File: src/hw/rtl/fre_pkg.sv
// Package for the frame rate estimator: field widths, reset values of the
// configuration registers, register indexes and the rate scale constant.
// No dependencies.
`default_nettype none

package fre_pkg;

  localparam int unsigned DELTA_W    = 24;
  localparam int unsigned FPS_W      = 20;
  localparam int unsigned STAMP_W    = 63;
  localparam int unsigned IN_DATA_W  = 64;
  localparam int unsigned IN_USER_W  = 2;
  localparam int unsigned OUT_DATA_W = 48;
  localparam int unsigned CFG_IDX_W  = 1;

  localparam int unsigned WINDOW_DEF = 16;

  localparam longint unsigned FPS_SCALE = 64'd100000000;
  localparam logic [FPS_W-1:0] FPS_MAX  = 20'hFFFFF;

  localparam logic [DELTA_W-1:0] MIN_DELTA_RST = 24'd10000;
  localparam logic [DELTA_W-1:0] MAX_DELTA_RST = 24'd10000000;

  localparam logic [CFG_IDX_W-1:0] CFG_MIN_DELTA = 1'b0;
  localparam logic [CFG_IDX_W-1:0] CFG_MAX_DELTA = 1'b1;

endpackage

`default_nettype wire

File: src/hw/rtl/frame_rate_estimator.sv
// Frame rate estimator top level: timestamp ring, delta averaging and a
// restoring divider that turns the average into frames per second x100.
// Depends on fre_pkg.
//
//  channel  | direction | handshake             | payload
//  ---------+-----------+-----------------------+------------------------------
//  s_axis   | in        | tvalid / tready       | tuser: command, stamp_valid
//           |           |                       | tdata: stamp
//  m_axis   | out       | tvalid / tready       | tdata: fps_hundredths,
//           |           |                       |        fps_changed, delta
//  cfg      | in        | cfg_we_i (no wait)    | cfg_idx_i, cfg_data_i
//
// An accepted frame passes through the difference, check, update, divider and
// finish steps; the divider retires one quotient bit per cycle. A flush goes
// straight to output, an unset or rejected frame after the difference and check.
// Reset clears all history valid flags at once; no clearing pass is needed.
// Input ready is high only in the idle state. A finished item waits in the
// output register; the next item is accepted meanwhile and stalls only in its
// last step if the output register is still full.
`default_nettype none

module frame_rate_estimator #(
  parameter int unsigned WINDOW = fre_pkg::WINDOW_DEF
) (
  input  wire logic                           clk_i,
  input  wire logic                           rst_ni,
  input  wire logic                           s_axis_tvalid,
  output logic                                s_axis_tready,
  // bit 62..0: stamp
  input  wire logic [fre_pkg::IN_DATA_W-1:0]  s_axis_tdata,
  // bit 0: command, bit 1: stamp_valid
  input  wire logic [fre_pkg::IN_USER_W-1:0]  s_axis_tuser,
  output logic                                m_axis_tvalid,
  input  wire logic                           m_axis_tready,
  // bit 19..0: fps_hundredths, bit 20: fps_changed, bit 44..21: smoothed_delta
  output logic [fre_pkg::OUT_DATA_W-1:0]      m_axis_tdata,
  input  wire logic                           cfg_we_i,
  input  wire logic [fre_pkg::CFG_IDX_W-1:0]  cfg_idx_i,
  input  wire logic [fre_pkg::DELTA_W-1:0]    cfg_data_i
);

  import fre_pkg::*;

  localparam int unsigned     PTR_W    = $clog2(WINDOW);
  localparam longint unsigned DIVIDEND = FPS_SCALE * longint'(WINDOW);
  localparam int unsigned     DIV_W    = $clog2(DIVIDEND + 64'd1);
  localparam int unsigned     CNT_W    = $clog2(DIV_W);
  localparam int unsigned     PAD_W    = OUT_DATA_W - DELTA_W - 1 - FPS_W;

  typedef enum logic [2:0] {
    ST_IDLE,
    ST_DIFF,
    ST_CHK,
    ST_UPD,
    ST_DIV,
    ST_FIN,
    ST_OUT
  } state_e;

  state_e               state_q;
  logic [PTR_W-1:0]     ptr_q;
  logic [WINDOW-1:0]    hist_vld_q;
  logic [STAMP_W-1:0]   hist_mem [WINDOW];
  logic [STAMP_W-1:0]   old_stamp_q;
  logic [STAMP_W-1:0]   now_stamp_q;
  logic                 old_set_q;
  logic                 now_set_q;
  logic [63:0]          diff_q;
  logic [DELTA_W-1:0]   avg_q;
  logic [FPS_W-1:0]     last_fps_q;
  logic                 changed_q;
  logic [DELTA_W-1:0]   rem_q;
  logic [DIV_W-1:0]     quo_q;
  logic [CNT_W-1:0]     cnt_q;
  logic [DELTA_W-1:0]   min_q;
  logic [DELTA_W-1:0]   max_q;
  logic                 out_vld_q;
  logic [OUT_DATA_W-1:0] out_data_q;

  logic                 s_hs;
  logic                 cmd_flush;
  logic                 stamp_set;
  logic [DELTA_W-1:0]   diff_lo;
  logic                 diff_ok;
  logic [DELTA_W-1:0]   up_step;
  logic [DELTA_W:0]     dn_sum;
  logic [DELTA_W-1:0]   dn_step;
  logic [DELTA_W-1:0]   avg_new;
  logic [DELTA_W:0]     trial;
  logic                 trial_ge;
  logic [DELTA_W:0]     trial_sub;
  logic [FPS_W-1:0]     fps_sat;

  assign s_axis_tready = (state_q == ST_IDLE);
  assign s_hs          = s_axis_tvalid && s_axis_tready;
  assign cmd_flush     = s_axis_tuser[0];
  assign stamp_set     = s_axis_tuser[1];
  assign m_axis_tvalid = out_vld_q;
  assign m_axis_tdata  = out_data_q;

  // window difference check
  assign diff_lo = diff_q[DELTA_W-1:0];
  assign diff_ok = now_set_q && old_set_q && (diff_q[63:DELTA_W] == '0) &&
                   (diff_lo > min_q) && (diff_lo < max_q);

  // 1/16 exponential average step, floor rounding on the way down
  assign up_step = (diff_lo - avg_q) >> 4;
  assign dn_sum  = {1'b0, avg_q} - {1'b0, diff_lo} + (DELTA_W+1)'(15);
  assign dn_step = DELTA_W'(dn_sum[DELTA_W:4]);

  always_comb begin
    if (avg_q == '0) begin
      avg_new = diff_lo;
    end else if (diff_lo >= avg_q) begin
      avg_new = avg_q + up_step;
    end else begin
      avg_new = avg_q - dn_step;
    end
  end

  // restoring divider step
  assign trial     = {rem_q, quo_q[DIV_W-1]};
  assign trial_ge  = trial >= {1'b0, avg_q};
  assign trial_sub = trial - {1'b0, avg_q};

  assign fps_sat = (quo_q > DIV_W'(FPS_MAX)) ? FPS_MAX : quo_q[FPS_W-1:0];

  always_ff @(posedge clk_i or negedge rst_ni) begin
    if (!rst_ni) begin
      min_q <= MIN_DELTA_RST;
      max_q <= MAX_DELTA_RST;
    end else if (cfg_we_i) begin
      case (cfg_idx_i)
        CFG_MIN_DELTA: min_q <= cfg_data_i;
        CFG_MAX_DELTA: max_q <= cfg_data_i;
        default: ;
      endcase
    end
  end

  // history ring storage, read before write at the ring position
  always_ff @(posedge clk_i) begin
    if (s_hs) begin
      old_stamp_q <= hist_mem[ptr_q];
      now_stamp_q <= s_axis_tdata[STAMP_W-1:0];
      if (!cmd_flush) begin
        hist_mem[ptr_q] <= s_axis_tdata[STAMP_W-1:0];
      end
    end
  end

  always_ff @(posedge clk_i or negedge rst_ni) begin
    if (!rst_ni) begin
      state_q    <= ST_IDLE;
      ptr_q      <= '0;
      hist_vld_q <= '0;
      old_set_q  <= 1'b0;
      now_set_q  <= 1'b0;
      diff_q     <= '0;
      avg_q      <= '0;
      last_fps_q <= '0;
      changed_q  <= 1'b0;
      rem_q      <= '0;
      quo_q      <= '0;
      cnt_q      <= '0;
      out_vld_q  <= 1'b0;
      out_data_q <= '0;
    end else begin
      if (out_vld_q && m_axis_tready && (state_q != ST_OUT)) begin
        out_vld_q <= 1'b0;
      end
      case (state_q)
        ST_IDLE: begin
          if (s_hs) begin
            changed_q <= 1'b0;
            if (cmd_flush) begin
              hist_vld_q <= '0;
              avg_q      <= '0;
              state_q    <= ST_OUT;
            end else begin
              old_set_q         <= hist_vld_q[ptr_q];
              now_set_q         <= stamp_set;
              hist_vld_q[ptr_q] <= stamp_set;
              ptr_q   <= (ptr_q == PTR_W'(WINDOW - 1)) ? '0 : ptr_q + PTR_W'(1);
              state_q <= ST_DIFF;
            end
          end
        end
        ST_DIFF: begin
          diff_q  <= {now_stamp_q[STAMP_W-1], now_stamp_q} -
                     {old_stamp_q[STAMP_W-1], old_stamp_q};
          state_q <= ST_CHK;
        end
        ST_CHK: begin
          state_q <= diff_ok ? ST_UPD : ST_OUT;
        end
        ST_UPD: begin
          avg_q   <= avg_new;
          rem_q   <= '0;
          quo_q   <= DIVIDEND[DIV_W-1:0];
          cnt_q   <= CNT_W'(DIV_W - 1);
          state_q <= ST_DIV;
        end
        ST_DIV: begin
          rem_q <= trial_ge ? trial_sub[DELTA_W-1:0] : trial[DELTA_W-1:0];
          quo_q <= {quo_q[DIV_W-2:0], trial_ge};
          cnt_q <= cnt_q - CNT_W'(1);
          if (cnt_q == '0) begin
            state_q <= ST_FIN;
          end
        end
        ST_FIN: begin
          changed_q  <= (fps_sat != last_fps_q);
          last_fps_q <= fps_sat;
          state_q    <= ST_OUT;
        end
        ST_OUT: begin
          if (!out_vld_q || m_axis_tready) begin
            out_vld_q  <= 1'b1;
            out_data_q <= {{PAD_W{1'b0}}, avg_q, changed_q, last_fps_q};
            state_q    <= ST_IDLE;
          end
        end
        default: state_q <= ST_IDLE;
      endcase
    end
  end

`ifndef SYNTH
  a_div_nonzero: assert property (@(posedge clk_i) disable iff (!rst_ni)
    state_q == ST_DIV |-> avg_q != '0)
    else $error("divider running on a zero average");

  a_flush_clears: assert property (@(posedge clk_i) disable iff (!rst_ni)
    s_hs && cmd_flush |=> hist_vld_q == '0 && avg_q == '0 && state_q == ST_OUT)
    else $error("flush did not clear history and average");

  a_div_length: assert property (@(posedge clk_i) disable iff (!rst_ni)
    state_q == ST_FIN |-> $past(state_q) == ST_DIV && $past(cnt_q) == '0)
    else $error("divider finished early");
`endif

endmodule

`default_nettype wire
File: config.mk
export PLATFORM = sky130hd
export DESIGN_NAME = frame_rate_estimator
export DESIGN_NICKNAME = d
export VERILOG_FILES = /design/src/hw/rtl/fre_pkg.sv /design/src/hw/rtl/frame_rate_estimator.sv
export SDC_FILE = /design/constraint.sdc
export NUM_CORES = 2
export LEC_CHECK = 0
export BUFFER_PORTS_ARGS = -buffer_cell sky130_fd_sc_hd__buf_4
export CORE_MARGIN = 2
export CORE_UTILIZATION = 30
export CTS_CLUSTER_DIAMETER = 100
export CTS_CLUSTER_SIZE = 14
export DETAILED_ROUTE_END_ITERATION = 7
export GPL_TIMING_DRIVEN = 0
export PLACE_DENSITY = 0.48
export SLEW_MARGIN = 20
export SYNTH_ARGS = -nofsm -noshare
export SYNTH_HDL_FRONTEND = slang
export SYNTH_SLANG_ARGS = --single-unit
File: constraint.sdc
create_clock -name clk_i -period 6.1 [get_ports clk_i]
set_input_delay 1.22 -clock clk_i [delete_from_list [all_inputs] [get_ports clk_i]]
set_output_delay 1.22 -clock clk_i [all_outputs]
set_load 0.02 [all_outputs]
==> summary.txt <==
Hold WS: 449 ps
Post-synthesis sequential area ratio: 0.647
Reg area: 0.0413 mm^2
Synth top area share: 0.533
Synth cell count leaders: edfxtp_1, mux4_2, nand2_1
Number of remaining DRC errors: 0
Worst Max-Slew Pin Slew: 1160 ps
Final WL: 178,000 um
Starting density of the core: 0.301
Total track usage: 0.163
Pre-antenna DRT Iters: 8
Synth top area cells: edfxtp_1, mux4_2, dfrtp_1
Die X: 465 um
Asr flop ratio synth: 0.203
Sink Count: 1,422
Post-Place Cells: 7,202
Vias: 37,267
Final setup fails: 0
Slowest CP cell: or4b_4
Synth cell types: 80
Warnings from Yosys: 0
Worst setup SP type: flip-flop
Nets: 4,864
Port Buffers: 141
Filler cells: 20,547
Max cap viols: 0
Critical Path AT: 6610 ps
Synthesized area: 0.0638 mm^2
Top-count cell post-synth: edfxtp_1
Top_reg_cell synth: edfxtp_1
Max-slew violations: 0
Worst setup margin: 139 ps
DPL Wire Length: 120,000 um
Sequence of cells on the critical path: clkinvlp_4 -> ha_4 -> inv_4 -> ha_4 -> o21ai_2 -> a211o_4 -> or4_4 -> a31oi_4 -> nor2b_2 -> or4b_4 -> or3_4 -> buf_12 -> or4b_1 -> xor2_2 -> nor2_2 -> a21oi_2 -> ha_2 -> nor2_2 -> a2111oi_4 -> nor3_2 -> o21bai_1 -> a21oi_1 -> xnor3_1 -> o31ai_2
Placed instance area: 0.0694 mm^2
Fmax: 168 MHz
Syn_area_per_cell: 15.2 um^2
Worst Clk Skew: 97.8 ps
Critical Path End Type: flip-flop
Routed Antenna Nets: 0
Final worst-path cycle share: 0.977
Peak VDD IR: 0.349 mV
First-pass GRT wire length: 262,000 um
CTS tree: yes
Fin cells: 7,426
Clk slew on worst S/H paths: 70 ps
Worst setup path category: flip-flop to flip-flop
Layout area overhead: 15.2%
Tightest Hold Check Type: input pin to async pin
Placeable Area: 0.212 mm^2
Hold Fails Final Rpt: 0
Clock Root Buffer: clkbuf_16
Ratio of cells with drive above 1 in the final layout: 0.198
Final worst path period need: 5960 ps
Status: complete, no violations
EDFF count, synth: 1,134
PD cells: 502 mW/mm^2
Clk buf depth: 3
Worst Path Max Fanout: 4
CP peak stage delay: 550 ps
Inserted Clock Buffers: 113
Die Y: 465 um
Clk_lat worst skew: 790 ps
Htree depth: 3
First DRT Iteration DRCs: 3,155
Place WS: -1360 ps
Routability cong.: 0.845
Unrepaired setup endpoints after global routing: yes
# rows: 169
Vias per cell: 5.02
Die ar.: 0.217 mm^2
Grt total ovfl: 0
Wirelength per Cell: 23.9 um
WP data required: 6750 ps
I/O pin total: 146
Cells after Synth: 4,196
Leading area contributor after synthesis: edfxtp_1
FF+latch count, synth: 1,422
Slew margin rel.: 0.221
Multi-input gate area: 0.0216 mm^2
Largest net degree at the start of global routing: 88
Design area: 0.0735 mm^2
Post-CTS Hold Buffers: 0
Static Leak: 26.0 nW
Vias in the first global route: 37,616
Initial antenna violation count: 23
==> logic make-up after synthesis <==
kind of cell | Yosys count | share of synthesized area
fa+ha+maj | 238 | 0.0470
xor+xnor | 145 | 0.0201
simple gates | 808 | 0.0597
other cells | 1 | 0.0000587
flops | 1422 | 0.647
buf+inv | 392 | 0.0233
mux | 409 | 0.128
compound gates | 781 | 0.0754
==> per-layer routing <==
metal / vias to the layer above / GRT usage / share of wire
li1: 16854 / - / -
met1: 19367 / 0.232 / 0.46
met2: 820 / 0.264 / 0.47
met3: 214 / 0.0213 / 0.044
met4: 12 / 0.0365 / 0.019
met5: - / 0 / 0.00043
==> worst max-delay path: cells and delay by family (launching register included) <==
| kind | cells | cell delay [ps] |
|---|---|---|
| AO/OA/AOI/OAI | 8 | 1440 |
| XOR/XNOR | 2 | 400 |
| adder cells (fa/ha/maj) | 3 | 990 |
| buffers and inverters | 3 | 370 |
| flip-flops | 1 | 420 |
| AND/OR/NAND/NOR | 8 | 2220 |
==> area by class of cell <==
class                           count  area share
Antenna cell                        6    0.000204
Buffer                            171     0.00966
Clock buffer                      172      0.0416
Clock inverter                     11     0.00286
Inverter                          217      0.0113
Multi-Input combinational cell   2384       0.294
Sequential cell                  1422       0.562
Tap cell                         2821      0.0480
Timing Repair Buffer              222      0.0307
==> repair_timing <==
action | CTS | global route
buffers inserted | 22 | 16
gates resized for setup | 70 | 63
hold endpoints to repair | 0 | 0
pin swaps | 20 | 20
endpoints found under the setup margin | 19 | 9
==> cells in the final DEF, fill, tap and decap left out, types with 28 or more instances in the layout <==
master,n
nand2b_1,35
clkbuf_16,113
inv_1,212
ha_1,219
a21oi_1,185
o21ai_0,263
dfrtp_1,256
nor3_1,45
nor2_1,170
xnor2_1,75
mux2_2,59
nand4_1,28
nand2_1,303
clkbuf_1,179
a22o_1,33
nor2b_1,30
a21o_1,67
xor2_1,65
edfxtp_1,1134
mux4_2,320
nand3_1,57
buf_4,180
mux2i_1,30
==> stage by stage <==
step / setup TNS [ps] / power, mW / util
after global routing: -148 / 39.5 / 0.347
after CTS: -96.1 / 36.3 / 0.345
after global placement: -1158500 / 28.5 / 0.323
after detailed placement: -12760 / 28.6 / 0.328
final: 0 / 36.9 / 0.347
after floorplan: 0 / 24.0 / -
==> final timing paths <==
| kind | depth (start not counted) | from | endpoint | slack (ps) |
|---|---|---|---|---|
| min in group clk_i | 2 | diff_q[49] | diff_q[49] | 480 |
| hold reg to reg | 2 | diff_q[49] | diff_q[49] | 480 |
| max in group asynchronous | 3 | rst_ni | hist_vld_q[1] | 4430 |
| hold / removal | 1 | rst_ni | m_axis_tdata[35] | 450 |
| setup reg to reg | 24 | avg_q[4] | avg_q[23] | 140 |
| setup / recovery | 24 | avg_q[4] | avg_q[23] | 140 |
==> state kept, by name, indices dropped and copies added, names as in the netlist, 4 cells and up <==
| name | flops |
|---|---|
| ptr_q | 4 |
| min_q | 24 |
| rem_q | 24 |
| last_fps_q | 20 |
| cnt_q | 5 |
| diff_q | 64 |
| hist_vld_q | 16 |
| quo_q | 31 |
| max_q | 24 |
| old_stamp_q | 63 |
| now_stamp_q | 63 |
| m_axis_tdata | 45 |
| hist_mem | 1008 |
| avg_q | 24 |
==> where the power goes <==
| part | leakage (nW) | total [mW] | switching (mW) | internal, mW |
|---|---|---|---|---|
| sequential | 13.6 | 12.1 | 0.838 | 11.3 |
| combinational | 10.9 | 17.8 | 9.87 | 7.90 |
| clock | 1.56 | 7.02 | 3.52 | 3.50 |
| total | 26.0 | 36.9 | 14.2 | 22.7 |
No activity file was read; power rests on OpenSTA's default activity.
